File: src/design/kcc_pkg.sv
`timescale 1ns / 1ps

package kcc_pkg;

  localparam int KMER_LEN_DEF   = 8;
  localparam int COUNT_BITS_DEF = 24;
  localparam int TABLE_AW       = 16;
  localparam int TABLE_DEPTH    = 1 << TABLE_AW;
  localparam int OUT_COUNT_W    = 24;
  localparam int MODE_W         = 2;
  localparam int CODE_W         = 3;

  localparam logic [OUT_COUNT_W-1:0] OUT_COUNT_MAX = '1;

  localparam logic [7:0] CH_A_UC = 8'h41;
  localparam logic [7:0] CH_C_UC = 8'h43;
  localparam logic [7:0] CH_G_UC = 8'h47;
  localparam logic [7:0] CH_T_UC = 8'h54;
  localparam logic [7:0] CH_A_LC = 8'h61;
  localparam logic [7:0] CH_C_LC = 8'h63;
  localparam logic [7:0] CH_G_LC = 8'h67;
  localparam logic [7:0] CH_T_LC = 8'h74;

  localparam logic [CODE_W-1:0] CODE_A   = 3'd0;
  localparam logic [CODE_W-1:0] CODE_C   = 3'd1;
  localparam logic [CODE_W-1:0] CODE_G   = 3'd2;
  localparam logic [CODE_W-1:0] CODE_T   = 3'd3;
  localparam logic [CODE_W-1:0] CODE_BAD = 3'd4;

  typedef enum logic [1:0] {
    CMD_ADD  = 2'd0,
    CMD_END  = 2'd1,
    CMD_READ = 2'd2
  } cmd_t;

  typedef enum logic [MODE_W-1:0] {
    MODE_CANON = 2'd0,
    MODE_FWD   = 2'd1,
    MODE_REV   = 2'd2
  } mode_t;

  typedef enum logic {
    PH_CLEAR,
    PH_RUN
  } phase_t;

  typedef struct packed {
    logic [1:0]  command;
    logic [7:0]  base_char;
    logic [15:0] read_index;
  } in_item_t;

  typedef struct packed {
    logic [15:0]            kmer_index;
    logic [OUT_COUNT_W-1:0] kmer_count;
  } out_item_t;

  // Request from the k-mer front end to the counter update stage.
  typedef struct packed {
    logic                inc;
    logic                rd;
    logic [TABLE_AW-1:0] addr;
  } req_t;

  function automatic logic [CODE_W-1:0] base_code(input logic [7:0] ch);
    logic [CODE_W-1:0] code;
    unique case (ch)
      CH_A_UC, CH_A_LC: code = CODE_A;
      CH_C_UC, CH_C_LC: code = CODE_C;
      CH_G_UC, CH_G_LC: code = CODE_G;
      CH_T_UC, CH_T_LC: code = CODE_T;
      default:          code = CODE_BAD;
    endcase
    return code;
  endfunction

endpackage

File: src/design/kcc_kmer.sv
`timescale 1ns / 1ps

module kcc_kmer #(
  parameter int KMER_LEN = kcc_pkg::KMER_LEN_DEF
) (
  input  logic                        clk,
  input  logic                        rst_n,
  input  logic                        accept,
  input  kcc_pkg::in_item_t           item,
  input  logic [kcc_pkg::MODE_W-1:0]  strand_mode,
  output kcc_pkg::req_t               req
);

  localparam int KW   = 2 * KMER_LEN;
  localparam int LB_W = (KMER_LEN > 1) ? $clog2(KMER_LEN) : 1;

  logic [KW-1:0]   fwd_r, fwd_nxt;
  logic [KW-1:0]   rev_r, rev_nxt;
  logic [LB_W-1:0] loaded_r, loaded_nxt;

  logic [kcc_pkg::CODE_W-1:0]        code;
  logic                              valid_base;
  logic [1:0]                        c2;
  logic [KW-1:0]                     fwd_sh, rev_sh, pick;
  logic [KW+kcc_pkg::TABLE_AW-1:0]   pick_ext;
  logic                              full;

  always_comb begin
    code       = kcc_pkg::base_code(item.base_char);
    valid_base = (code != kcc_pkg::CODE_BAD);
    c2         = code[1:0];
    fwd_sh     = (fwd_r << 2) | KW'(c2);
    // The complement of a 2-bit code is its bitwise inverse.
    rev_sh     = (rev_r >> 2) | (KW'(~c2) << (KW - 2));
    full       = !(loaded_r < LB_W'(KMER_LEN - 1));
    unique case (strand_mode)
      kcc_pkg::MODE_CANON: pick = (fwd_sh < rev_sh) ? fwd_sh : rev_sh;
      kcc_pkg::MODE_FWD:   pick = fwd_sh;
      default:             pick = rev_sh;
    endcase
    pick_ext = {{kcc_pkg::TABLE_AW{1'b0}}, pick};
  end

  always_comb begin
    fwd_nxt    = fwd_r;
    rev_nxt    = rev_r;
    loaded_nxt = loaded_r;
    req.inc    = 1'b0;
    req.rd     = 1'b0;
    req.addr   = pick_ext[kcc_pkg::TABLE_AW-1:0];
    if (accept) begin
      unique case (item.command)
        kcc_pkg::CMD_ADD: begin
          if (valid_base) begin
            fwd_nxt = fwd_sh;
            rev_nxt = rev_sh;
            if (full) begin
              req.inc = 1'b1;
            end else begin
              loaded_nxt = loaded_r + LB_W'(1);
            end
          end else begin
            loaded_nxt = '0;
          end
        end
        kcc_pkg::CMD_END: begin
          loaded_nxt = '0;
        end
        kcc_pkg::CMD_READ: begin
          req.rd   = 1'b1;
          req.addr = item.read_index;
        end
        default: ;
      endcase
    end
  end

  always_ff @(posedge clk) begin
    if (!rst_n) begin
      fwd_r    <= '0;
      rev_r    <= '0;
      loaded_r <= '0;
    end else begin
      fwd_r    <= fwd_nxt;
      rev_r    <= rev_nxt;
      loaded_r <= loaded_nxt;
    end
  end

endmodule

File: config.mk
export PLATFORM = sky130hd
export DESIGN_NAME = kcc_kmer
export DESIGN_NICKNAME = d
export VERILOG_FILES = /design/src/design/kcc_pkg.sv /design/src/design/kcc_kmer.sv
export SDC_FILE = /design/constraint.sdc
export NUM_CORES = 1
export LEC_CHECK = 0
export BUFFER_PORTS_ARGS = -buffer_cell sky130_fd_sc_hd__buf_2
export CORE_AREA = 2 2 78 80
export CTS_CLUSTER_SIZE = 12
export DETAILED_ROUTE_END_ITERATION = 8
export DIE_AREA = 0 0 80 82
export PLACE_DENSITY_LB_ADDON = 0.08
export SYNTH_ARGS = -nofsm -noshare
export SYNTH_HDL_FRONTEND = slang
export SYNTH_SLANG_ARGS = --single-unit
File: constraint.sdc
create_clock -name clk -period 2.9 [get_ports clk]
set_input_delay 0.145 -clock clk [delete_from_list [all_inputs] [get_ports clk]]
set_output_delay 0.145 -clock clk [all_outputs]
set_load 0.02 [all_outputs]
# Yosys cells after proc, flatten, opt, wreduce, memory -nomap -nowiden
# Index checks and enable logic that the tools add are counted.
[totals]
ff_bits = 33
in_bits = 31
out_inout_bits = 18
wordCells = 42
[classes]
n_addsub = 1
order_cmp = 2
n_eq_ne = 13
muxes = 11
bitwise = 3
reduce_logical = 9
[op_table]
columns = ["operator", "n"]
rows = [
  ["$eq 8x7->1 const B", 8],
  ["$pmux 16 s2", 1],
  ["$mux 18", 1],
  ["$mux 17", 1],
  ["$lt 16x16->1", 1],
  ["$mux 16", 1],
  ["$or 14x16->16", 1],
  ["$or 16x2->16", 1],
  ["$pmux 3 s4", 1],
  ["$reduce_or 2->1", 4],
  ["$mux 3", 2],
  ["$ne 3x3->1 const B", 2],
  ["$pmux 3 s2", 1],
  ["$reduce_and 3->1", 2],
  ["$eq 2x1->1 const B", 2],
  ["$logic_not 2->1", 2],
  ["$add 3x1->3 const B", 1],
  ["$lt 3x3->1 const B", 1],
  ["$mux 1", 3],
  ["$eq 2x2->1 const B", 1],
  ["$not 2->2", 1],
  ["$reduce_bool 2->1", 1],
]

# Longest topological paths before layout
# Gate-level depths: netlist of run 1.
[logic_depth]
word_depth = 10
depth_mapped = 12
depth_no_buf = 10

# Least setup slack after synthesis of run 1
# No wires, ideal clock.
[synth_path]
path_kind = "in2out"
from = "input item[16] in the netlist's numbering"
to = "output req[0] in the netlist's numbering"
arrival_ns = 2.755
required_time_ns = 2.755
path_slack_ns = 0.000
stages = 11
n_path_buf = 1
path_cell_list = "and3b_2 > nor2b_1 > o21ai_0 > inv_1 > ha_1 > nand3_1 > nor3_1 > o2111ai_4 > and3_1 > buf_6 > o311ai_1"
[synth_lines]
columns = ["element", "line", "text"]
rows = [
  ["from (decl)", "kcc_kmer.sv:9", "input kcc_pkg::in_item_t item,"],
  ["to (decl)", "kcc_kmer.sv:11", "output kcc_pkg::req_t req"],
]

==> results of run 1 <==
-- worst min-delay path by stage --
stage	slack, ns	from	end	depth (start not counted)
finish	0.22	item[25]	loaded_r[1]	4
global route	0.24	item[25]	loaded_r[1]	4
CTS	0.21	item[25]	loaded_r[1]	4
detailed placement	0.48	loaded_r[1]	loaded_r[1]	2
global placement	0.47	loaded_r[2]	loaded_r[2]	2
floorplan	0.30	rst_n	loaded_r[2]	1
-- report_power, final --
group	total [mW]	switching (mW)	internal, mW
registers	0.426	0.000267	0.426
clock network	0.340	0.154	0.186
logic	0.128	0.0767	0.0513
-- stage by stage --
step           total power, mW  hold slack, ns
2_1_floorplan           0.5139          0.2981
3_3_place_gp            0.5615          0.4730
3_5_place_dp            0.5633          0.4821
4_1_cts                 0.9011          0.2129
5_1_grt                 0.9383          0.2433
6_report                0.8945          0.2235
-- flip-flops by register name (all words and copies together), names as in the netlist --
name	flops
rev_r	14
fwd_r	14
loaded_r	3
-- cells by family after synthesis --
kind of cell             Yosys count  share of synthesized area
AND/OR/NAND/NOR                  150                     0.2784
AO/OA/AOI/OAI                    103                     0.2848
buffers and inverters             39                    0.06785
flip-flops                        31                     0.2457
adder cells (fa/ha/maj)           14                    0.06934
multiplexers                      12                    0.04755
XOR/XNOR                           1                   0.006441
-- placed cells by master (no fill, tap or decap), types with 2 or more instances in the layout --
master    Yosys  routed
a21oi_1      21      21
a311o_1      13      13
dfxtp_1      31      31
a21o_1        2       2
nand3_1       4       4
nor3_1        2       2
nand4_1       3       3
nor2b_1      17      17
buf_2         5      47
and2_1        2       2
ha_1         14      14
clkbuf_8      0       6
nor2_1       50      50
a31oi_1      13      13
a21boi_1     13      13
o311ai_1      2       2
o21ai_0      27      26
inv_1        17      17
o21bai_1      2       2
nand2_1      56      56
mux2i_1      12      12
buf_6         2       2
nand2b_1      4       4
buf_4         1       7
nand3b_1      2       2
-- layout make-up --
cell class	count	area share
well taps	75	0.03194
clock buffers	6	0.02811
inverters	18	0.02300
repair buffers	57	0.1124
clock inverters	1	0.001704
flip-flops and latches	31	0.2112
multi-input cells	280	0.5916
-- tightest hold or removal path, cell delays in order --
cell and delay, ns:
buf_2 0.09, nor2b_1 0.06, nand4b_1 0.09, a21boi_0 0.07
-- routing by layer --
layer,up-vias,global-route usage,part of all wire
met4,0,0.04068,0.0030
met3,2,0.04066,0.056
met5,-,0,0
met1,1158,0.3031,0.48
met2,71,0.3633,0.46
li1,1324,-,-
==> results_dict.tcl, run 1 <==
set metrics [dict create \
    status "finished clean" \
    tightest_slew_ns 0.5582 \
    setup_viol 0 \
    cp_num_buf_inv 3 \
    synthDistinctLibCells 47 \
    crit_chain "inv_1 -> ha_1 -> and2_1 -> o31ai_1 -> a21oi_2 -> o2111ai_4 -> buf_4 -> a31oi_1 -> a311o_1 -> buf_2" \
    crit_path_end "req[5]" \
    synthesis.area_sq_um 2526 \
    dpl_cell_area_sq_um 2839 \
    fin_crit_sh 0.9471 \
    area_delta_synth_final_pct 16.30 \
    fin_cells 468 \
    cp.required_ns 2.76 \
    clk_pin_slew_ns 0.06 \
    synthArstFlopShare 0 \
    multi_input_area_sq_um 1738 \
    post-route-cell-area_sq_um 2938 \
    netlist_top_cells_count "nand2_1 (56), nor2_1 (50), dfxtp_1 (31), o21ai_0 (27), a21oi_1 (21)" \
    wl_per_cell_microns 14.73 \
    rsz0062_at_grt "false" \
    ir_worst_vdd_mv 0.2018 \
    start_util 0.4397 \
    cts_tree "yes" \
    start_kind "register" \
    seqCellArea_sq_um 620.6 \
    p_leak_nw 1.226 \
    drc 0 \
    fp.dieW_microns 80 \
    grt_pass1_vias 2352 \
    arrival_ns 2.60 \
    core.rowCount 28 \
    cts_resized 0 \
    crit_path_end_kind "primary output" \
    drt_pre_antenna_iters 4 \
    design.core.area_sq_um 5746 \
    hold_class "primary input to register" \
    synthFlopType "dfxtp_1" \
    maxCapViolations 0 \
    clock-root-buffer "clkbuf_8" \
    post-route-util 0.5113 \
    grt_antenna_before_repair 0 \
    cts_buffers 5 \
    min_period_ns 2.747 \
    finalSetupTns_ns 0 \
    clock_latency_ns 0.28 \
    drv_slew 0 \
    hold_buffers 0 \
    die_h_microns 82 \
    fmax_mhz 364.1 \
    crit_path_max_incr_delay_ns 0.41 \
    postLayoutSetupSlackWorst_ns 0.1534 \
    grt_max_degree 33 \
    ys_seq_area_frac 0.2457 \
    slew_headroom 0.6230 \
    post-synth-top-area-fraction 0.2457 \
    fill_cells 594 \
    dp_hpwl_microns 4779 \
    overflow 0 \
    numPortBuffers 47 \
    pre_cts_ws_ns 0.02028 \
    dieArea_sq_um 6560 \
    syn_nets 395 \
    crit_fanout 15 \
    via_per_inst 5.459 \
    globalRouteTotalUtil 0.2203 \
    ys_ff_latch 31 \
    cts_setup_buffers 0 \
    crit_start "rev_r[5]" \
    antenna-diode-count 0 \
    clk_path_buf_depth 2 \
    dpl.cell_count 461 \
    synth_top_cell_by_area "dfxtp_1" \
    synth_edf_count 0 \
    drive_gt1_frac 0.1908 \
    finalNetCount 438 \
    finalHoldViolations 0 \
    ff2ff_setup_slack_ns 1.52 \
    wirelength_microns 6893 \
    skew_ns 0.004697 \
    cts_sinks 31 \
    first_iter_violations 145 \
    grt_pass1_wl_microns 11450 \
    crit_cells 10 \
    ant_nets 0 \
    r2r_cells 4 \
    yosysMostFrequentCell "nand2_1" \
    cp_slowest_cell "dfxtp_1" \
    synth_area_leaders "dfxtp_1 (25%), nand2_1 (8.3%), nor2_1 (7.4%)" \
    vias 2555 \
    synth_area_per_cell_sq_um 7.218 \
    regToRegEndpoint "loaded_r[2]" \
    globalplace.congestion 0.8016 \
    syn_inst 350 \
    yosysWarnings 0 \
    h-tree-depth 2 \
    io_pins 49 \
    path_delay_family "compound AO/OA/AOI/OAI gates" \
    crit_type "register to primary output" \
    rr_startpoint "loaded_r[0]" \
    power_density_nw_per_um2 304.5 \
]
(Power assumes the default switching activity.)
==> run 2: changes to the inputs <==
--- a/config.mk
+++ b/config.mk
@@ -10,7 +10,7 @@
 export CTS_CLUSTER_SIZE = 12
 export DETAILED_ROUTE_END_ITERATION = 8
 export DIE_AREA = 0 0 80 82
-export PLACE_DENSITY_LB_ADDON = 0.08
+export PLACE_DENSITY = 0.64
 export SYNTH_ARGS = -nofsm -noshare
 export SYNTH_HDL_FRONTEND = slang
 export SYNTH_SLANG_ARGS = --single-unit
==> results_dict.tcl, run 2 (same netlist as run 1, synthesis figures left out) <==
set metrics [dict create \
    status "finished clean" \
    grt_pass1_vias 2294 \
    regToRegEndpoint "loaded_r[2]" \
    core.rowCount 28 \
    maxCapViolations 0 \
    wirelength_microns 6946 \
    start_util 0.4397 \
    p_comb_frac 0.146 \
    cp_slowest_cell "dfxtp_1" \
    skew_ns 0.007067 \
    antenna-diode-count 0 \
    crit_cells 10 \
    intPower_uw 645.6 \
    p_sw_uw 236.0 \
    start_kind "register" \
    switching_share 0.2677 \
    hold_class "primary input to register" \
    via_per_inst 5.521 \
    drive_gt1_frac 0.1949 \
    globalplace.congestion 0.7931 \
    met1_usage 0.3033 \
    area_delta_synth_final_pct 16.34 \
    numPortBuffers 47 \
    crit_path_max_incr_delay_ns 0.44 \
    first_iter_violations 144 \
    grt_use_met2 0.3708 \
    fin_crit_sh 0.9500 \
    finalNetCount 439 \
    cts_tree "yes" \
    grt_antenna_before_repair 0 \
    crit_path_end "req[14]" \
    globalRouteTotalUtil 0.2248 \
    fmax_mhz 363.0 \
    drt_pre_antenna_iters 5 \
    crit_path_end_kind "primary output" \
    crit_fanout 11 \
    ff2ff_setup_slack_ns 1.59 \
    design.core.area_sq_um 5746 \
    finalHoldViolations 0 \
    overflow 0 \
    tightest_slew_ns 0.5149 \
    grt_pass1_wl_microns 11390 \
    grt_busiest_layer "met2" \
    crit_start "rev_r[13]" \
    clock-root-buffer "clkbuf_8" \
    cts_sinks 31 \
    crit_chain "inv_1 -> ha_1 -> nand4_1 -> a21oi_1 -> o21bai_1 -> a31o_1 -> and3_1 -> buf_4 -> a311o_1 -> buf_2" \
    cp.required_ns 2.76 \
    crit_type "register to primary output" \
    path_delay_family "compound AO/OA/AOI/OAI gates" \
    clock_latency_ns 0.29 \
    setup_viol 0 \
    ir_worst_vdd_mv 0.1955 \
    grt_max_degree 33 \
    dieArea_sq_um 6560 \
    final_common_cell "nand2_1" \
    cp_num_buf_inv 3 \
    pwr-share-seq 0.483 \
    slew_headroom 0.6567 \
    holdWs_ns 0.2188 \
    rr_startpoint "loaded_r[0]" \
    ant_nets 0 \
    dp_hpwl_microns 4801 \
    grt_util_met3 0.03626 \
    h-tree-depth 2 \
    largestRegisters "fwd_r (14), rev_r (14), loaded_r (3)" \
    clk_pin_slew_ns 0.06 \
    fp.dieW_microns 80 \
    arrival_ns 2.61 \
    clk_path_buf_depth 2 \
    hold_depth 4 \
    min_period_ns 2.755 \
    drc 0 \
    final_cell_mix "nand2_1 (56), nor2_1 (50), buf_2 (47)" \
    io_pins 49 \
    power_frac_clock 0.371 \
    die_h_microns 82 \
    wl_per_cell_microns 14.78 \
    power_density_nw_per_um2 300.0 \
    vias 2595 \
    cts_buffers 5 \
    p_leak_nw 1.222 \
    drv_slew 0 \
    cts_setup_buffers 0 \
    finalPower_uw 881.6 \
    r2r_cells 4 \
]
run 2: how the worst min path moves through the flow:
stage / slack, ns / endpoint / startpoint
global placement: 0.47 / loaded_r[2] / loaded_r[2]
finish: 0.22 / loaded_r[1] / item[25]
floorplan: 0.30 / loaded_r[2] / rst_n
global route: 0.26 / loaded_r[1] / item[25]
CTS: 0.21 / loaded_r[1] / item[25]
detailed placement: 0.48 / loaded_r[2] / loaded_r[2]
run 2: per-stage QoR:
step                         TNS, ns  worst slack (ns)  cell area [sq um]  std cells    util
after floorplan           -0.0006195        -0.0003098               2526        350       -
after global placement             0           0.06216               2834        462  0.4932
after detailed placement           0           0.06340               2834        462  0.4932
after CTS                          0           0.05902               2915        470  0.5074
after global routing        -0.01221         -0.008755               2939        470  0.5115
final                              0            0.1450               2939        470  0.5115
run 2: power groups by stage:
stage	logic, mW	clock network (mW)	registers [mW]
final	0.129	0.327	0.426
after global routing	0.143	0.361	0.426
after CTS	0.128	0.338	0.426
after detailed placement	0.128	0	0.436
after global placement	0.126	0	0.436
after floorplan	0.0784	0	0.436
run 2: final cells by class:
cell class / instances / area (sq um)
well taps: 75 / 93.84
flip-flops and latches: 31 / 621.8
clock buffers: 7 / 76.32
inverters: 18 / 67.56
repair buffers: 58 / 329.1
multi-input cells: 280 / 1745
clock inverters: 1 / 5.005
fillers: 603 / 2806
run 2: per-layer routing:
metal / vias to the layer above / part of all wire
li1: 1324 / -
met1: 1208 / 0.45
met2: 56 / 0.49
met3: 7 / 0.047
met4: 0 / 0.011
met5: - / 0
run 2: worst min-delay path, stage by stage:
cell and delay (ns):
buf_2 0.09, nor2b_1 0.06, nand4b_1 0.09, a21boi_0 0.08
run 2: timing repair:
action	in CTS	in global routing
endpoints found under the setup margin	0	15
hold endpoints to repair	0	0
hold buffers	0	0
resized for setup	0	7
==> run 3: changes to the inputs <==
--- a/config.mk
+++ b/config.mk
@@ -5,11 +5,11 @@
 export SDC_FILE = /design/constraint.sdc
 export NUM_CORES = 1
 export LEC_CHECK = 0
-export BUFFER_PORTS_ARGS = -buffer_cell sky130_fd_sc_hd__buf_2
-export CORE_AREA = 2 2 78 80
+export BUFFER_PORTS_ARGS = -buffer_cell sky130_fd_sc_hd__buf_4
+export CORE_AREA = 5 5 81 83
 export CTS_CLUSTER_SIZE = 12
 export DETAILED_ROUTE_END_ITERATION = 8
-export DIE_AREA = 0 0 80 82
+export DIE_AREA = 0 0 86 88
 export PLACE_DENSITY = 0.64
 export SYNTH_ARGS = -nofsm -noshare
 export SYNTH_HDL_FRONTEND = slang
==> results_dict.tcl, run 3 (same netlist as run 1, synthesis figures left out) <==
set metrics [dict create \
    status "finished clean" \
    drive_gt1_frac 0.1888 \
    slew_headroom 0.6687 \
    seqCellArea_sq_um 623.1 \
    crit_fanout 9 \
    drv_slew 0 \
    min_period_ns 2.739 \
    cts_resized 0 \
    wl_per_cell_microns 14.94 \
    skew_ns 0.006254 \
    design.core.area_sq_um 5781 \
    dp_hpwl_microns 4910 \
    hold_buffers 0 \
    cts_setup_buffers 0 \
    crit_path_end "req[14]" \
    drt_pre_antenna_iters 4 \
    power_density_nw_per_um2 292.5 \
    holdWs_ns 0.2016 \
    fp.dieW_microns 86 \
    die_h_microns 88 \
    crit_chain "buf_4 -> and3b_2 -> nor2b_1 -> o21ai_1 -> inv_1 -> ha_1 -> nand3_1 -> nor3_1 -> buf_4 -> o2111ai_4 -> and3_1 -> buf_4 -> a311o_1 -> buf_4" \
    grt_pass1_wl_microns 11880 \
    finalPower_uw 884.1 \
    globalRouteTotalUtil 0.1953 \
    fin_cells 467 \
    overflow 0 \
    io_pins 49 \
    ir_worst_vdd_mv 0.1851 \
    wirelength_microns 6975 \
    first_iter_violations 154 \
    final_cell_mix "nand2_1 (56), buf_4 (56), nor2_1 (50)" \
    pre_cts_ws_ns 0.04283 \
    maxCapViolations 0 \
    fill_cells 590 \
    finalSetupTns_ns 0 \
    crit_start "item[16]" \
    post-route-util 0.5229 \
    crit_cells 14 \
    finalHoldViolations 0 \
    dpl.cell_count 461 \
    grt_max_degree 33 \
    core.rowCount 28 \
    clk_pin_slew_ns 0.06 \
    area_delta_synth_final_pct 19.66 \
    start_util 0.4370 \
    clk_path_buf_depth 2 \
    p_leak_nw 1.236 \
    multi_input_area_sq_um 1734 \
    setup_viol 0 \
    grt_pass1_vias 2490 \
    antenna-diode-count 0 \
    rsz0062_at_grt "false" \
    hold_class "primary input to register" \
    path_delay_family "simple AND/OR/NAND/NOR gates" \
    largestRegisters "fwd_r (14), rev_r (14), loaded_r (3)" \
    tightest_slew_ns 0.4905 \
    cp_common_cell "buf_4" \
    fin_crit_sh 0.9446 \
    start_kind "primary input" \
    rr_startpoint "loaded_r[0]" \
    regToRegEndpoint "loaded_r[0]" \
    globalplace.congestion 0.8391 \
    cp_slowest_cell "a311o_1" \
    r2r_cells 5 \
    finalNetCount 438 \
    arrival_ns 2.59 \
    cts_tree "yes" \
    vias 2581 \
    cts_buffers 5 \
    h-tree-depth 2 \
    clock-root-buffer "clkbuf_8" \
    hold_depth 4 \
    numPortBuffers 47 \
    ff2ff_setup_slack_ns 1.57 \
    fmax_mhz 365.1 \
    crit_type "primary input to primary output" \
    clock_latency_ns 0.28 \
    cts_sinks 31 \
    dpl_cell_area_sq_um 2944 \
    grt_antenna_before_repair 0 \
    post-route-cell-area_sq_um 3023 \
    ant_nets 0 \
    cp.required_ns 2.76 \
    postLayoutSetupSlackWorst_ns 0.1607 \
    crit_path_max_incr_delay_ns 0.36 \
    via_per_inst 5.527 \
    cp_num_buf_inv 5 \
    drc 0 \
    dieArea_sq_um 7568 \
    crit_path_end_kind "primary output" \
]
## run 3: changes by cell type in the layout (fill, tap and decap cells not counted), sizes merged
| cell | delta |
|---|---|
| buf | -1 |
| clkbuf | -1 |
| clkinv | -1 |
## run 3: worst min path at each step
| stage | start | endpoint |
|---|---|---|
| after global routing | item[25] | loaded_r[1] |
| after floorplan | rst_n | loaded_r[2] |
| after global placement | loaded_r[1] | loaded_r[1] |
| after CTS | item[25] | loaded_r[1] |
| after detailed placement | loaded_r[2] | loaded_r[2] |
| final | item[25] | loaded_r[1] |
## run 3: power by group
part	internal [mW]	total (mW)	switching, mW
clock network	0.160	0.314	0.155
logic	0.0672	0.144	0.0763
registers	0.426	0.426	0.000228
## run 3: cell type report
cell class,count,area share
clock buffer,6,0.02401
tap,75,0.03104
sequential,31,0.2061
multi-input combinational,280,0.5737
inverter,18,0.02235
timing repair buffer,57,0.1428
## run 3: worst min-delay path: cells and delay by family
family	cells	cell delay, ns
AO/OA/AOI/OAI	1	0.07
buffers and inverters	1	0.08
AND/OR/NAND/NOR	2	0.13
## run 3: metal layers
| metal | GRT usage | wire, microns | vias up |
|---|---|---|---|
| met5 | 0 | 0 | - |
| met1 | 0.2525 | 3247 | 1184 |
| met2 | 0.3217 | 3266 | 73 |
| li1 | - | - | 1312 |
| met4 | 0.08201 | 107 | 0 |
| met3 | 0.03293 | 354 | 12 |
