## src/design/kcc_pkg.sv

```systemverilog
`timescale 1ns / 1ps

package kcc_pkg;

  localparam int KMER_LEN_DEF   = 8;
  localparam int COUNT_BITS_DEF = 24;
  localparam int TABLE_AW       = 16;
  localparam int TABLE_DEPTH    = 1 << TABLE_AW;
  localparam int OUT_COUNT_W    = 24;
  localparam int MODE_W         = 2;
  localparam int CODE_W         = 3;

  localparam logic [OUT_COUNT_W-1:0] OUT_COUNT_MAX = '1;

  localparam logic [7:0] CH_A_UC = 8'h41;
  localparam logic [7:0] CH_C_UC = 8'h43;
  localparam logic [7:0] CH_G_UC = 8'h47;
  localparam logic [7:0] CH_T_UC = 8'h54;
  localparam logic [7:0] CH_A_LC = 8'h61;
  localparam logic [7:0] CH_C_LC = 8'h63;
  localparam logic [7:0] CH_G_LC = 8'h67;
  localparam logic [7:0] CH_T_LC = 8'h74;

  localparam logic [CODE_W-1:0] CODE_A   = 3'd0;
  localparam logic [CODE_W-1:0] CODE_C   = 3'd1;
  localparam logic [CODE_W-1:0] CODE_G   = 3'd2;
  localparam logic [CODE_W-1:0] CODE_T   = 3'd3;
  localparam logic [CODE_W-1:0] CODE_BAD = 3'd4;

  typedef enum logic [1:0] {
    CMD_ADD  = 2'd0,
    CMD_END  = 2'd1,
    CMD_READ = 2'd2
  } cmd_t;

  typedef enum logic [MODE_W-1:0] {
    MODE_CANON = 2'd0,
    MODE_FWD   = 2'd1,
    MODE_REV   = 2'd2
  } mode_t;

  typedef enum logic {
    PH_CLEAR,
    PH_RUN
  } phase_t;

  typedef struct packed {
    logic [1:0]  command;
    logic [7:0]  base_char;
    logic [15:0] read_index;
  } in_item_t;

  typedef struct packed {
    logic [15:0]            kmer_index;
    logic [OUT_COUNT_W-1:0] kmer_count;
  } out_item_t;

  // Request from the k-mer front end to the counter update stage.
  typedef struct packed {
    logic                inc;
    logic                rd;
    logic [TABLE_AW-1:0] addr;
  } req_t;

  function automatic logic [CODE_W-1:0] base_code(input logic [7:0] ch);
    logic [CODE_W-1:0] code;
    unique case (ch)
      CH_A_UC, CH_A_LC: code = CODE_A;
      CH_C_UC, CH_C_LC: code = CODE_C;
      CH_G_UC, CH_G_LC: code = CODE_G;
      CH_T_UC, CH_T_LC: code = CODE_T;
      default:          code = CODE_BAD;
    endcase
    return code;
  endfunction

endpackage

```

## src/design/kcc_update.sv

```systemverilog
`timescale 1ns / 1ps

module kcc_update #(
  parameter int COUNT_BITS = kcc_pkg::COUNT_BITS_DEF
) (
  input  logic                          clk,
  input  logic                          rst_n,
  input  kcc_pkg::req_t                 req,
  input  logic [COUNT_BITS-1:0]         ram_rdata,
  output logic                          ram_re,
  output logic [kcc_pkg::TABLE_AW-1:0]  ram_raddr,
  output logic                          ram_we,
  output logic [kcc_pkg::TABLE_AW-1:0]  ram_waddr,
  output logic [COUNT_BITS-1:0]         ram_wdata,
  output logic                          busy,
  output logic                          out_valid,
  output kcc_pkg::out_item_t            out_item
);

  localparam int AW = kcc_pkg::TABLE_AW;
  localparam int OW = kcc_pkg::OUT_COUNT_W;

  kcc_pkg::phase_t phase_r, phase_nxt;
  logic [AW-1:0]   clr_addr_r;

  logic            s1_inc_r, s1_rd_r;
  logic [AW-1:0]   s1_addr_r;

  logic                  fwd_valid_r;
  logic [AW-1:0]         fwd_addr_r;
  logic [COUNT_BITS-1:0] fwd_data_r;

  logic                  out_valid_r;
  kcc_pkg::out_item_t    out_item_r;

  logic [COUNT_BITS-1:0]    cur, inc_val;
  logic [COUNT_BITS+OW-1:0] cur_ext;
  logic [OW-1:0]            cur_clamp;

  assign ram_re    = req.inc | req.rd;
  assign ram_raddr = req.addr;

  // The write of the previous beat lands at the same edge as this beat's read,
  // so the memory returns stale data for that one address.
  always_comb begin
    cur       = (fwd_valid_r && (fwd_addr_r == s1_addr_r)) ? fwd_data_r : ram_rdata;
    inc_val   = (cur == '1) ? cur : cur + COUNT_BITS'(1);
    cur_ext   = {{OW{1'b0}}, cur};
    cur_clamp = (cur_ext > {{COUNT_BITS{1'b0}}, kcc_pkg::OUT_COUNT_MAX}) ?
                kcc_pkg::OUT_COUNT_MAX : cur_ext[OW-1:0];
  end

  always_comb begin
    phase_nxt = phase_r;
    unique case (phase_r)
      kcc_pkg::PH_CLEAR: begin
        if (clr_addr_r == '1) begin
          phase_nxt = kcc_pkg::PH_RUN;
        end
      end
      kcc_pkg::PH_RUN: phase_nxt = kcc_pkg::PH_RUN;
      default:         phase_nxt = kcc_pkg::PH_CLEAR;
    endcase
  end

  always_comb begin
    busy      = 1'b1;
    ram_we    = 1'b0;
    ram_waddr = clr_addr_r;
    ram_wdata = '0;
    unique case (phase_r)
      kcc_pkg::PH_CLEAR: begin
        busy   = 1'b1;
        ram_we = 1'b1;
      end
      kcc_pkg::PH_RUN: begin
        busy      = 1'b0;
        ram_we    = s1_inc_r;
        ram_waddr = s1_addr_r;
        ram_wdata = inc_val;
      end
      default: ;
    endcase
  end

  always_ff @(posedge clk) begin
    if (!rst_n) begin
      phase_r     <= kcc_pkg::PH_CLEAR;
      clr_addr_r  <= '0;
      s1_inc_r    <= 1'b0;
      s1_rd_r     <= 1'b0;
      fwd_valid_r <= 1'b0;
      out_valid_r <= 1'b0;
    end else begin
      phase_r     <= phase_nxt;
      if (phase_r == kcc_pkg::PH_CLEAR) begin
        clr_addr_r <= clr_addr_r + AW'(1);
      end
      s1_inc_r    <= req.inc;
      s1_rd_r     <= req.rd;
      fwd_valid_r <= s1_inc_r;
      out_valid_r <= s1_rd_r;
    end
  end

  always_ff @(posedge clk) begin
    s1_addr_r             <= req.addr;
    fwd_addr_r            <= s1_addr_r;
    fwd_data_r            <= inc_val;
    out_item_r.kmer_index <= s1_addr_r;
    out_item_r.kmer_count <= cur_clamp;
  end

  assign out_valid = out_valid_r;
  assign out_item  = out_item_r;

endmodule

```

## config.mk

```make
export PLATFORM = sky130hd
export DESIGN_NAME = kcc_update
export DESIGN_NICKNAME = d
export VERILOG_FILES = /design/src/design/kcc_pkg.sv /design/src/design/kcc_update.sv
export SDC_FILE = /design/constraint.sdc
export NUM_CORES = 1
export LEC_CHECK = 0
export BUFFER_PORTS_ARGS = -buffer_cell sky130_fd_sc_hd__buf_2
export CORE_ASPECT_RATIO = 1.4
export CORE_MARGIN = 3
export CORE_UTILIZATION = 57
export CTS_BUF_LIST = sky130_fd_sc_hd__clkbuf_4
export CTS_CLUSTER_DIAMETER = 200
export DETAILED_ROUTE_END_ITERATION = 10
export PLACE_DENSITY = 0.88
export SLEW_MARGIN = 20
export SYNTH_ARGS = -nofsm -noshare
export SYNTH_HDL_FRONTEND = slang
export SYNTH_SLANG_ARGS = --single-unit
```

## constraint.sdc

```tcl
create_clock -name clk -period 9.5 [get_ports clk]
set_input_delay 1.9 -clock clk [delete_from_list [all_inputs] [get_ports clk]]
set_output_delay 1.9 -clock clk [all_outputs]
set_load 0.1 [all_outputs]
```

* After elaboration in Yosys (flattened, before gate mapping) *
Index checks and enable logic that the tools add are counted.
W data, S select, Z words.

cells by class
  $add $sub $neg = 2
  equality and inequality tests = 3
  mux-type cells = 8
  bitwise gates (word level) = 2
  reduce and logical (&&, ||, !) cells = 1

operators by type and width
  kind                     number
  $mux W24                 3
  $add A24 B1 Y24 const B  1
  $eq A24 B24 Y1 const B   1
  $add A16 B1 Y16 const B  1
  $eq A16 B16 Y1           1
  $eq A16 B16 Y1 const B   1
  $mux W16                 1
  $pmux W1 S2              3
  $logic_and A1 B1 Y1      1
  $mux W1                  1
  $not A1 Y1               1
  $or A1 B1 Y1             1

word-level totals
  register bits = 101
  bits of input ports = 44
  output and inout bits = 100
  logic and storage cells = 26

* Depth between registers and ports, before layout *
Gate-level depths: netlist (run 1).

  depth after elaboration = 6
  gate-level depth with buffers = 15
  depth with buffers taken out = 13

* Worst setup path before layout (run 1) *
Ideal clock, no wire load.

  path kind = register -> output
  start = register, netlist name out_item[33]
  end = output ram_wdata[15]
  arrival = 5873 ps
  data required time = 7600 ps
  path slack = 1727 ps
  cell stages (with the launch flop) = 16
  path buffers = 2
  cell sequence = dfxtp_1 > xnor2_1 > nand4_1 > nor3b_2 > and2_1 > buf_6 > mux2_2 > ha_1 > nand4_1 > and4bb_4 > and2_4 > buf_6 > or4_4 > nand2_1 > a21oi_1 > nor3_1

RTL lines
  item           line              RTL
  end, declared  kcc_update.sv:14  output logic [COUNT_BITS-1:0] ram_wdata,

* Worst setup path after layout (run 1) *
  start = register s1_addr_r[14]
  end = output ram_wdata[11]

on the way
  longest elaborated chain between the ends = 6
  elaborated cells on any way between the ends = 7

RTL lines
  item                                                      line               RTL
  start, declared                                           kcc_update.sv:27   logic [AW-1:0] s1_addr_r;
  start signal, assigned                                    kcc_update.sv:107  s1_addr_r <= req.addr;
  $eq A16 B16 Y1 *                                          kcc_update.sv:46   cur = (fwd_valid_r && (fwd_addr_r == s1_addr_r)) ? fwd_data_r : ram_rdata;
  $logic_and A1 B1 Y1 *                                     kcc_update.sv:46
  $mux W24 *                                                kcc_update.sv:46
  net cur[1]                                                kcc_update.sv:36   logic [COUNT_BITS-1:0] cur, inc_val;
  $add A24 B1 Y24 / $eq A24 B24 Y1 (equally long branches)  kcc_update.sv:47   inc_val = (cur == '1) ? cur : cur + COUNT_BITS'(1);
  $mux W24 *                                                kcc_update.sv:47
  net inc_val[11]                                           kcc_update.sv:36
  $mux W24 *                                                kcc_update.sv:71   unique case (phase_r)

Mark *: on every way through the listed nets, which the timed path passes. The rest lies on a longest branch.

==> results.txt, run 1 <==
----------------------------------------------------
[Timing]
  Number of pins with negative max-slew slack in the final report ... 0
  Least-Margin Pin Slew ... ~0.7 ns
  Post-Route Setup TNS ... 0 ns
  Tcrit/Tclk final ... 73.3%
  Finish-stage setup viols ... 0
  Worst slack on hold paths ... 0.387 ns
  Endpoints failing hold ... 0
  Worst slew slack as a fraction of its limit ... 52.5%
  Setup repair after global routing missed its margin ... no
  Maximum frequency from static timing analysis ... 144 MHz
  Clock skew ... 0.0162 ns
  Post-route minimum period ... approximately 7 ns

[Pwr]
  Peak supply drop ... 0.000117 V
  Leakage ... 2.38 nW
  Pwr/cell area ... roughly 170 nW/um^2

[Floorplanning]
  Die outline width ... 81.3 um
  Area of the die ... 9060 um^2
  Site Rows ... 37
  Die boundary height ... 111 um
  # IOs ... ~140
  Core Region ... about 7500 um^2
  Effective utilization at floorplan ... 60.0%

[Drt]
  Via Count ... 3889
  Average vias per placed instance ... 5.70
  Post-route DRC violation count ... 0
  Wirelength, routed ... approximately 11 mm
  Mean routed wirelength per cell ... 16.8 um
  Antenna Nets Post-Route ... 0
  First DRT Iteration DRCs ... 250
  DRT Pass-1 Iters ... 5

[Critical path]
  Endpoint arrival time on the critical path ... 5.07 ns
  Max Fanout on Critical Path ... 28
  Top Family by Delay on Critical Path ... simple AND/OR/NAND/NOR gates
  Worst reg-to-reg path cell count ... 13
  Critical-path top delay cell ... sky130_fd_sc_hd__or4_4
  Kind of start point of the critical path ... register
  Setup crit start ... s1_addr_r[14]
  Data required time of the critical path ... 7.60 ns
  Most common cell type on the critical path ... sky130_fd_sc_hd__and2_1
  Setup crit end kind ... output pin
  Reg-to-reg critical path endpoint ... fwd_data_r[11]
  Slack of the worst reg-to-reg path ... 5.39 ns
  Max incr delay on CP ... around 0.49 ns
  Worst Path Class, Setup ... reg2out
  Buffer and inverter count on the worst path ... 2
  RR Startpoint ... s1_addr_r[14]
  Sequence of cells on the critical path ... xnor2_1 -> nand2_1 -> nor2_1 -> and2_1 -> buf_4 -> mux2_2 -> ha_1 -> nand4_1 -> and4bb_4 -> and2_4 -> or4_4 -> a22oi_1 -> xor2_1 -> and2_1 -> buf_2

[Logic synthesis]
  Synth warn ... 0
  Mapped Area ... 4530 um^2
  Area share of the largest cell type after synthesis ... 44.7%
  Part of the Yosys area used for sequential elements ... between 40 and 50%
  Most used flip-flop cell after synthesis ... sky130_fd_sc_hd__dfxtp_1
  Total nets after synthesis ... between 400 and 500
  Count of flip-flops with a built-in enable after synthesis ... 0
  Most frequent cells after synthesis ... sky130_fd_sc_hd__dfxtp_1 (101), sky130_fd_sc_hd__and2_1 (37), sky130_fd_sc_hd__mux2_2 (35)
  Count leader, synth ... sky130_fd_sc_hd__dfxtp_1
  Biggest area contributors in the synthesized netlist ... sky130_fd_sc_hd__dfxtp_1 (45%), sky130_fd_sc_hd__mux2_2 (8.7%), sky130_fd_sc_hd__xnor2_1 (6.0%)
  Fraction of registers with async set/reset ... 0%
  Library cells used by synthesis ... 49
  Avg Cell Area, Syn ... around 10 um^2
  Cell accounting for the most synthesized area ... sky130_fd_sc_hd__dfxtp_1
  Synth Instances ... between 400 and 500
  FF+latch count, synth ... roughly 100

[CTS]
  Clock root buffer master ... sky130_fd_sc_hd__clkbuf_4
  Maximum buffer depth of the clock tree ... 2
  Post-cts repair resize count ... 0
  Clock Latency Late Sink ... roughly 0.45 ns
  Count of hold buffers inserted by post-cts repair ... 0
  Number of buffers created by CTS ... 9
  Clock tree from TritonCTS ... built
  Sink Count ... 101
  Buffers inserted by post-CTS timing repair ... 0
  Clock slew at the register clock pins of the worst setup and hold paths ... 0.15 ns
  H-tree depth ... 3

[Cells and area]
  Antenna diode count ... 0
  Ratio of cells with drive above 1 in the final layout ... approximately 35%
  Nets@finish ... 626
  Area overhead of the layout relative to synthesis ... 18.6%
  Number of filler cells placed in the layout ... 595

[Global route]
  Global-route wire length before repair ... ~18 mm
  Pin count of the biggest net entering global routing ... 44
  Final global-route overflow total ... 0
  Initial antenna violation count ... 0
  Overall fraction of global-route tracks in use ... 26.0%
  Number of global-route vias before repair ... 3950

[Min path]
  Sink of the worst hold path ... out_item[29]
  Worst hold stages ... 0
  Min-delay src ... s1_addr_r[5]
  Type of the worst min-delay path ... reg2reg

[Placement]
  HPWL after detailed placement ... 8.89 mm
  Count of buffers inserted at the top-level ports ... approximately 140
  Global placement routability congestion ... ~0.93

[Run]
  Count of max-cap constraint violations ... 0

[Run status]
  Status ... complete, no violations

----------------------------------------------------
==> area by class of cell <==
type	instances	area [um^2]	area share [%]
inverters	7	26.3	0.489
multi-input cells	316	2280	42.5
well taps	97	121	2.26
clock inverters	7	121	2.26
flip-flops and latches	101	2020	37.7
repair buffers	145	731	13.6
clock buffers	9	67.6	1.26
==> layer usage <==
layer | part of all wire (%) | vias to the layer above | GRT usage [%]
met5 | 0 | - | 0
li1 | - | 1834 | -
met4 | 3.4 | 0 | 13.0
met1 | 35 | 1813 | 27.2
met3 | 7.6 | 32 | 6.15
met2 | 54 | 210 | 46.7
==> how the worst max path moves through the flow <==
stage                    end  slack [ns]  depth (start not counted)
3_3_place_gp   ram_wdata[13]        3.01                         11
2_1_floorplan  ram_wdata[15]        1.73                         15
6_report       ram_wdata[11]        2.53                         15
4_1_cts        ram_wdata[11]        2.51                         15
5_1_grt        ram_wdata[11]        2.25                         15
3_5_place_dp   ram_wdata[11]        2.94                         11
==> logic make-up (layout without fill, tap and decap cells) <==
logic type / count (synthesis) / in the layout / share of synthesized area (%)
AO/OA/AOI/OAI: 34 / 34 / 4.95
XOR/XNOR: 47 / 47 / 9.09
adder cells (fa/ha/maj): 2 / 2 / 0.553
buffers and inverters: 35 / 168 / 4.98
flip-flops: 101 / 101 / 44.7
multiplexers: 53 / 53 / 12.7
AND/OR/NAND/NOR: 180 / 180 / 23.1
==> metrics by stage <==
step | util (%) | area [um^2] | power, mW | setup WS (ns) | instances
2_1_floorplan | - | 4530 | 0.605 | 1.73 | 452
3_3_place_gp | 68.6 | 5180 | 0.636 | 3.01 | 666
3_5_place_dp | 68.6 | 5180 | 0.638 | 2.94 | 666
4_1_cts | 71.1 | 5370 | 0.913 | 2.51 | 682
5_1_grt | 71.1 | 5370 | 0.940 | 2.25 | 682
6_report | 71.1 | 5370 | 0.907 | 2.53 | 682
==> cell usage in the layout (no fill, tap or decap), types with 3 or more instances in the layout <==
master                      synthesis  final
sky130_fd_sc_hd__nand4_1           18     18
sky130_fd_sc_hd__nor3_1             5      5
sky130_fd_sc_hd__xor2_1            16     16
sky130_fd_sc_hd__a21boi_0           3      3
sky130_fd_sc_hd__inv_1              7      7
sky130_fd_sc_hd__and2_1            37     37
sky130_fd_sc_hd__or3_1              4      4
sky130_fd_sc_hd__nor2_1            11     11
sky130_fd_sc_hd__mux2_2            35     35
sky130_fd_sc_hd__clkbuf_4           0      9
sky130_fd_sc_hd__nor2b_1            4      4
sky130_fd_sc_hd__dfxtp_1          101    101
sky130_fd_sc_hd__nor4_1             5      5
sky130_fd_sc_hd__xnor2_1           31     31
sky130_fd_sc_hd__buf_2              0    143
sky130_fd_sc_hd__and3_1            15     15
sky130_fd_sc_hd__nand2_1           26     26
sky130_fd_sc_hd__o211ai_1           4      4
sky130_fd_sc_hd__o21ai_0            8      8
sky130_fd_sc_hd__bufinv_16          0      3
sky130_fd_sc_hd__or2_2              3      3
sky130_fd_sc_hd__mux2i_1           18     18
sky130_fd_sc_hd__nand3_1           33     33
sky130_fd_sc_hd__a22oi_1            4      4
sky130_fd_sc_hd__a21oi_1            6      6
==> registers in the layout, summed over array words and instances, names as in the netlist <==
register,cells
s1_inc_r,1
fwd_valid_r,1
out_valid,1
s1_addr_r,16
clr_addr_r,16
out_item,40
s1_rd_r,1
phase_r,1
fwd_data_r,24
==> worst reg2reg max path, delay by kind of cell, from the launching register on <==
kind	cells	cell delay (ns)
AOI/OAI and AO/OA	1	0.21
buffers and inverters	1	0.36
xor gates and xnor gates	2	0.47
and+or+nand+nor	7	1.97
adders and majority gates	1	0.25
DFF	1	0.37
muxes	1	0.43
==> where the power goes <==
group          internal, mW  total [mW]  switching (mW)
Sequential            0.445       0.459          0.0143
Combinational        0.0340       0.170           0.137
Clock                 0.135       0.277           0.142
Total                 0.614       0.907           0.293
No activity file was read; power rests on OpenSTA's default activity.
==> run 2, diff against run 1 <==
CORE_UTILIZATION = 53   (was 57)
PLACE_DENSITY = 0.83   (was 0.88)
clock period = 7.3 ns   (was 9.5 ns; I/O delays follow)
==> results.txt, run 2 (synthesized netlist as in run 1, its figures left out) <==
----------------------------------------------------
[Run status]
  Status ... complete, no violations (unchanged)

[Critical path]
  Max Fanout on Critical Path ... 8 (was 28)
  Endpoint arrival time on the critical path ... 4.81 ns (was 5.07 ns)
  Reg-to-reg critical path endpoint ... fwd_data_r[11] (unchanged)
  Worst Path Class, Setup ... reg2out (unchanged)
  Worst reg-to-reg path cell count ... 12 (was 13)
  Kind of start point of the critical path ... register (unchanged)
  Setup crit end kind ... output pin (unchanged)
  Slack of the worst reg-to-reg path ... 3.43 ns (was 5.39 ns)
  Data required time of the critical path ... 5.84 ns (was 7.60 ns)
  RR Startpoint ... out_item[24] (was s1_addr_r[14])

[Cells and area]
  Nets@finish ... 626 (unchanged)
  Area overhead of the layout relative to synthesis ... 18.5% (was 18.6%)
  Combined area of the multi-input logic cells ... 2280 um^2 (about the same)
  Most common library cell in the layout ignoring fill and taps ... sky130_fd_sc_hd__buf_2 (unchanged)
  Layout Cell Area excl Fill ... 5360 um^2 (was 5370 um^2)
  Number of filler cells placed in the layout ... 685 (was 595)
  Number of flip-flops in the largest register ... 40 (unchanged)
  Antenna diode count ... 0 (unchanged)
  Ratio of cells with drive above 1 in the final layout ... 35.6% (was 35.4%)
  Area used by sequential logic in the layout ... 2020 um^2 (unchanged)
  Most frequent cells in the layout ... sky130_fd_sc_hd__buf_2 (143), sky130_fd_sc_hd__dfxtp_1 (101), sky130_fd_sc_hd__and2_1 (37) (unchanged)

[Drt]
  Mean routed wirelength per cell ... 17.7 um (was 16.8 um)
  Antenna Nets Post-Route ... 0 (unchanged)
  Average vias per placed instance ... 5.63 (was 5.70)
  Post-route DRC violation count ... 0 (unchanged)
  Wirelength, routed ... 12.2 mm (was 11.5 mm)
  First DRT Iteration DRCs ... 283 (was 250)
  Via Count ... 3865 (was 3889)
  DRT Pass-1 Iters ... 4 (was 5)

[CTS]
  Post-cts repair resize count ... 0 (unchanged)
  Maximum buffer depth of the clock tree ... 2 (unchanged)
  Number of buffers created by CTS ... 9 (unchanged)
  Sink Count ... 101 (unchanged)
  Clock tree from TritonCTS ... built (unchanged)
  Buffers inserted by post-CTS timing repair ... 0 (unchanged)
  Count of hold buffers inserted by post-cts repair ... 0 (unchanged)
  Clock slew at the register clock pins of the worst setup and hold paths ... 0.16 ns (was 0.15 ns)
  Clock Latency Late Sink ... 0.47 ns (was 0.45 ns)
  Clock root buffer master ... sky130_fd_sc_hd__clkbuf_4 (unchanged)
  H-tree depth ... 3 (unchanged)

[Floorplanning]
  Die boundary height ... 115 um (was 111 um)
  Area of the die ... 9700 um^2 (was 9060 um^2)
  Effective utilization at floorplan ... 54.9% (was 60.0%)
  Site Rows ... 39 (was 37)
  # IOs ... 144 (unchanged)
  Die outline width ... 84.1 um (was 81.3 um)
  Core Region ... 8250 um^2 (was 7550 um^2)

[Min path]
  Type of the worst min-delay path ... reg2reg (unchanged)
  Worst hold stages ... 0 (unchanged)
  Sink of the worst hold path ... out_item[30] (was out_item[29])
  Min-delay src ... s1_addr_r[6] (was s1_addr_r[5])

[Placement]
  HPWL after detailed placement ... 9.71 mm (was 8.89 mm)
  Cell area reported after detailed placement ... 5190 um^2 (was 5180 um^2)
  Count of buffers inserted at the top-level ports ... 143 (unchanged)
  Global placement routability congestion ... 0.923 (was 0.933)

[Global route]
  Global-route wire length before repair ... 19.2 mm (was 18.4 mm)
  Number of global-route vias before repair ... 3877 (was 3950)
  Initial antenna violation count ... 0 (unchanged)
  Pin count of the biggest net entering global routing ... 28 (was 44)
  Overall fraction of global-route tracks in use ... 25.1% (was 26.0%)
  Final global-route overflow total ... 0 (unchanged)

[Pwr]
  Pwr/cell area ... 216 nW/um^2 (was 169 nW/um^2)
  Peak supply drop ... 0.000155 V (was 0.000117 V)
  Leakage ... 2.38 nW (about the same)

[Timing]
  Finish-stage setup viols ... 0 (unchanged)
  Post-route minimum period ... between 6 and 7 ns
  Post-Route Setup TNS ... 0 ns (unchanged)
  Clock skew ... 0.0186 ns (was 0.0162 ns)
  Endpoints failing hold ... 0 (unchanged)
  Number of pins with negative max-slew slack in the final report ... 0 (unchanged)
  Tcrit/Tclk final ... 86.0%
  Worst slew slack as a fraction of its limit ... 57.0% (was 52.5%)
  Maximum frequency from static timing analysis ... 159 MHz
  Least-Margin Pin Slew ... 0.639 ns (was 0.703 ns)
  Setup repair after global routing missed its margin ... no (unchanged)

[Run]
  Count of max-cap constraint violations ... 0 (unchanged)

----------------------------------------------------
## run 2: cell types whose count changed in the layout (fill, tap and decap cells not counted), sizes merged
cell	delta
bufinv	-1
inv	+1
## run 2: cell type report
type                    count  share of cell area [%]
clock buffers               9                    1.26
well taps                 102                    2.38
repair buffers            145                    13.6
inverters                   7                   0.490
flip-flops and latches    101                    37.7
multi-input cells         316                    42.6
clock inverters             7                    1.96
## run 2: stage by stage
step / hold WS, ns / util [%] / instances / setup slack, ns / power, mW
2_1_floorplan: 0.360 / - / 452 / 0.151 / 0.787
3_3_place_gp: 0.364 / 62.9 / 671 / 1.66 / 0.829
3_5_place_dp: 0.371 / 62.9 / 671 / 1.57 / 0.832
4_1_cts: 0.391 / 65.0 / 687 / 1.03 / 1.17
5_1_grt: 0.400 / 65.0 / 687 / 0.640 / 1.21
6_report: 0.390 / 65.0 / 687 / 1.03 / 1.16
## run 2: worst max-delay path, cell delays in order (launching register included)
cell and delay [ns]:
sky130_fd_sc_hd__dfxtp_1 0.36, sky130_fd_sc_hd__xnor2_1 0.25, sky130_fd_sc_hd__nand4_1 0.20, sky130_fd_sc_hd__nor3b_2 0.43, sky130_fd_sc_hd__nand2_1 0.34, sky130_fd_sc_hd__mux2_2 0.40
sky130_fd_sc_hd__ha_1 0.27, sky130_fd_sc_hd__nand4_1 0.18, sky130_fd_sc_hd__and4bb_4 0.27, sky130_fd_sc_hd__and2_4 0.17, sky130_fd_sc_hd__or4_4 0.49, sky130_fd_sc_hd__a22oi_1 0.23
sky130_fd_sc_hd__xor2_1 0.20, sky130_fd_sc_hd__and2_1 0.14, sky130_fd_sc_hd__buf_2 0.42
## run 2: metal layers
layer  up-vias  part of all wire [%]  track usage, %
met3        35                   6.5            5.52
met2       180                    54            46.2
met1      1818                    36            26.0
li1       1832                     -               -
met4         0                   3.8            14.2
met5         -                     0               0
## run 2: worst max-delay path by stage
stage                 startpoint            end  slack (ns)  cells after the start
global placement    ram_rdata[0]  ram_wdata[11]        1.66                     11
finish              out_item[24]  ram_wdata[11]        1.03                     14
global route        out_item[24]  ram_wdata[11]        0.64                     14
CTS                 s1_addr_r[0]  ram_wdata[11]        1.03                     14
detailed placement  s1_addr_r[0]  ram_wdata[11]        1.57                     14
floorplan           out_item[33]  ram_wdata[23]        0.15                     14
## run 2: report_power, final
| group | switching [mW] | total (mW) | internal (mW) |
|---|---|---|---|
| Clock | 0.195 | 0.340 | 0.145 |
| Combinational | 0.178 | 0.223 | 0.0443 |
| Sequential | 0.0192 | 0.598 | 0.579 |
| Total | 0.393 | 1.16 | 0.768 |
==> run 3, diff against run 2 <==
RECOVER_POWER = 100   (was unset)
SLEW_MARGIN = unset   (was 20)
==> results.txt, run 3 (synthesized netlist as in run 1, its figures left out) <==
----------------------------------------------------
[CTS]
  Post-cts repair resize count ... 0 (unchanged)
  Clock Latency Late Sink ... 0.47 ns (about the same)
  Clock root buffer master ... sky130_fd_sc_hd__clkbuf_4 (unchanged)
  Buffers inserted by post-CTS timing repair ... 0 (unchanged)
  Clock slew at the register clock pins of the worst setup and hold paths ... 0.16 ns (about the same)
  Maximum buffer depth of the clock tree ... 2 (unchanged)
  Sink Count ... 101 (unchanged)
  Number of buffers created by CTS ... 9 (unchanged)
  Count of hold buffers inserted by post-cts repair ... 0 (unchanged)
  Clock tree from TritonCTS ... built (unchanged)
  H-tree depth ... 3 (unchanged)

[Floorplanning]
  Core Region ... 8250 um^2 (unchanged)
  Area of the die ... 9700 um^2 (unchanged)
  Die outline width ... 84.1 um (unchanged)
  Effective utilization at floorplan ... 54.9% (unchanged)
  Die boundary height ... 115 um (unchanged)
  # IOs ... 144 (unchanged)
  Site Rows ... 39 (unchanged)

[Timing]
  Setup repair after global routing missed its margin ... no (unchanged)
  Maximum frequency from static timing analysis ... 151 MHz (was 159 MHz)
  Worst slew slack as a fraction of its limit ... -10.6% (was 57.0%)
  Tcrit/Tclk final ... 90.9% (was 86.0%)
  Finish-stage setup viols ... 0 (unchanged)
  Worst slack on hold paths ... 0.390 ns (about the same)
  Number of pins with negative max-slew slack in the final report ... 28 (was 0)
  Post-route minimum period ... 6.63 ns (was 6.27 ns)
  Post-Route Setup TNS ... 0 ns (unchanged)
  Clock skew ... 0.0166 ns (was 0.0186 ns)
  Least-Margin Pin Slew ... 1.66 ns (was 0.639 ns)
  Endpoints failing hold ... 0 (unchanged)

[Critical path]
  RR Startpoint ... out_item[24] (unchanged)
  Reg-to-reg critical path endpoint ... fwd_data_r[11] (unchanged)
  Slack of the worst reg-to-reg path ... 3.16 ns (was 3.43 ns)
  Setup crit start ... out_item[24] (unchanged)
  Max incr delay on CP ... 0.87 ns (was 0.49 ns)
  Buffer and inverter count on the worst path ... 1 (unchanged)
  Endpoint arrival time on the critical path ... 5.17 ns (was 4.81 ns)
  Max Fanout on Critical Path ... 8 (unchanged)
  Crit path depth ... 14 (unchanged)
  Top Family by Delay on Critical Path ... simple AND/OR/NAND/NOR gates (unchanged)
  Most common cell type on the critical path ... sky130_fd_sc_hd__nand4_1 (unchanged)
  Setup crit end kind ... output pin (unchanged)
  Critical Path Sink ... ram_wdata[21] (was ram_wdata[11])
  Data required time of the critical path ... 5.84 ns (about the same)
  Worst Path Class, Setup ... reg2out (unchanged)
  Critical-path top delay cell ... sky130_fd_sc_hd__clkbuf_1 (was sky130_fd_sc_hd__or4_4)
  Sequence of cells on the critical path ... xnor2_1 -> nand4_1 -> nor3b_2 -> nand2_1 -> mux2_1 -> ha_1 -> nand4_1 -> nor2_1 -> a211oi_1 -> o21ai_0 -> a22oi_1 -> xor2_1 -> and2_1 -> clkbuf_1 (was xnor2_1 -> nand4_1 -> nor3b_2 -> nand2_1 -> mux2_2 -> ha_1 -> nand4_1 -> and4bb_4 -> and2_4 -> or4_4 -> a22oi_1 -> xor2_1 -> and2_1 -> buf_2)
  Kind of start point of the critical path ... register (unchanged)
  Worst reg-to-reg path cell count ... 12 (unchanged)

[Global route]
  Number of global-route vias before repair ... 3877 (unchanged)
  Global-route wire length before repair ... 19.2 mm (unchanged)
  Pin count of the biggest net entering global routing ... 28 (unchanged)
  Initial antenna violation count ... 0 (unchanged)
  Final global-route overflow total ... 0 (unchanged)
  Overall fraction of global-route tracks in use ... 25.1% (unchanged)

[Cells and area]
  Number of filler cells placed in the layout ... 738 (was 685)
  Final standard cell utilization of the core ... 63.6% (was 65.0%)
  Number of flip-flops in the largest register ... 40 (unchanged)
  Most common library cell in the layout ignoring fill and taps ... sky130_fd_sc_hd__dfxtp_1 (was sky130_fd_sc_hd__buf_2)
  Antenna diode count ... 0 (unchanged)
  Nets@finish ... 626 (unchanged)
  Ratio of cells with drive above 1 in the final layout ... 16.9% (was 35.6%)
  Area used by sequential logic in the layout ... 2020 um^2 (unchanged)
  Area overhead of the layout relative to synthesis ... 15.8% (was 18.5%)
  Most frequent cells in the layout ... sky130_fd_sc_hd__dfxtp_1 (101), sky130_fd_sc_hd__clkbuf_1 (89), sky130_fd_sc_hd__buf_2 (44) (was sky130_fd_sc_hd__buf_2 (143), sky130_fd_sc_hd__dfxtp_1 (101), sky130_fd_sc_hd__and2_1 (37))
  Combined area of the multi-input logic cells ... 2280 um^2 (about the same)

[Drt]
  First DRT Iteration DRCs ... 245 (was 283)
  Post-route DRC violation count ... 0 (unchanged)
  DRT Pass-1 Iters ... 6 (was 4)
  Average vias per placed instance ... 5.64 (was 5.63)
  Wirelength, routed ... 12.1 mm (was 12.2 mm)
  Via Count ... 3877 (was 3865)
  Antenna Nets Post-Route ... 0 (unchanged)
  Mean routed wirelength per cell ... 17.6 um (was 17.7 um)

[Placement]
  Count of buffers inserted at the top-level ports ... 143 (unchanged)
  HPWL after detailed placement ... 9.71 mm (unchanged)
  Global placement routability congestion ... 0.923 (unchanged)

[Run status]
  Violated checks ... max-capacitance violations, max-slew violations
  Status ... finished, violations left (was complete, no violations)

[Run]
  Count of max-cap constraint violations ... 1 (was 0)

[Pwr]
  Sequential share of power ... 51.8% (was 51.5%)
  Peak supply drop ... 0.000155 V (about the same)
  Combinational share of power ... 18.7% (was 19.2%)
  Internal power consumption ... 761 uW (was 768 uW)
  Switching part of the total power ... 34.2% (was 33.8%)
  Pwr/cell area ... 221 nW/um^2 (was 216 nW/um^2)
  Overall power consumption ... 1.16 mW (about the same)
  Net load switching power ... 395 uW (was 393 uW)
  Leakage ... 2.07 nW (was 2.38 nW)
  Clock share of power ... 29.6% (was 29.3%)

[Min path]
  Type of the worst min-delay path ... reg2reg (unchanged)

----------------------------------------------------
-- run 3: worst min path at each step --
stage                         endpoint          start  depth (start not counted)
final                     out_item[30]   s1_addr_r[6]                          0
after global routing      out_item[38]  s1_addr_r[14]                          0
after CTS                 out_item[28]   s1_addr_r[4]                          0
after detailed placement  out_item[28]   s1_addr_r[4]                          0
after global placement    out_item[28]   s1_addr_r[4]                          0
after floorplan           out_item[39]  s1_addr_r[15]                          0
-- run 3: area by class of cell --
class / instances / area share (%)
multi-input combinational: 316 / 43.5
sequential: 101 / 38.6
timing repair buffer: 145 / 11.7
tap: 102 / 2.43
clock inverter: 7 / 2.01
clock buffer: 9 / 1.29
inverter: 7 / 0.501
-- run 3: through the flow --
| stage | area, um^2 | std cells | setup slack (ns) |
|---|---|---|---|
| 4_1_cts | 5360 | 687 | 1.03 |
| 6_report | 5240 | 687 | 0.667 |
| 2_1_floorplan | 4530 | 452 | 0.151 |
| 5_1_grt | 5240 | 687 | 0.322 |
| 3_3_place_gp | 5190 | 671 | 1.66 |
| 3_5_place_dp | 5190 | 671 | 1.57 |
-- run 3: power by group through the flow --
stage / clock (mW) / combinational [mW] / sequential [mW]
2_1_floorplan: 0 / 0.0951 / 0.692
3_3_place_gp: 0 / 0.221 / 0.609
4_1_cts: 0.346 / 0.223 / 0.598
5_1_grt: 0.372 / 0.225 / 0.602
3_5_place_dp: 0 / 0.223 / 0.610
6_report: 0.342 / 0.216 / 0.599
-- run 3: per-layer routing --
metal / global-route usage (%) / up-vias / part of all wire, %
li1: - / 1834 / -
met1: 26.0 / 1818 / 36
met2: 46.2 / 189 / 54
met3: 5.52 / 36 / 6.3
met4: 14.2 / 0 / 3.7
met5: 0 / - / 0
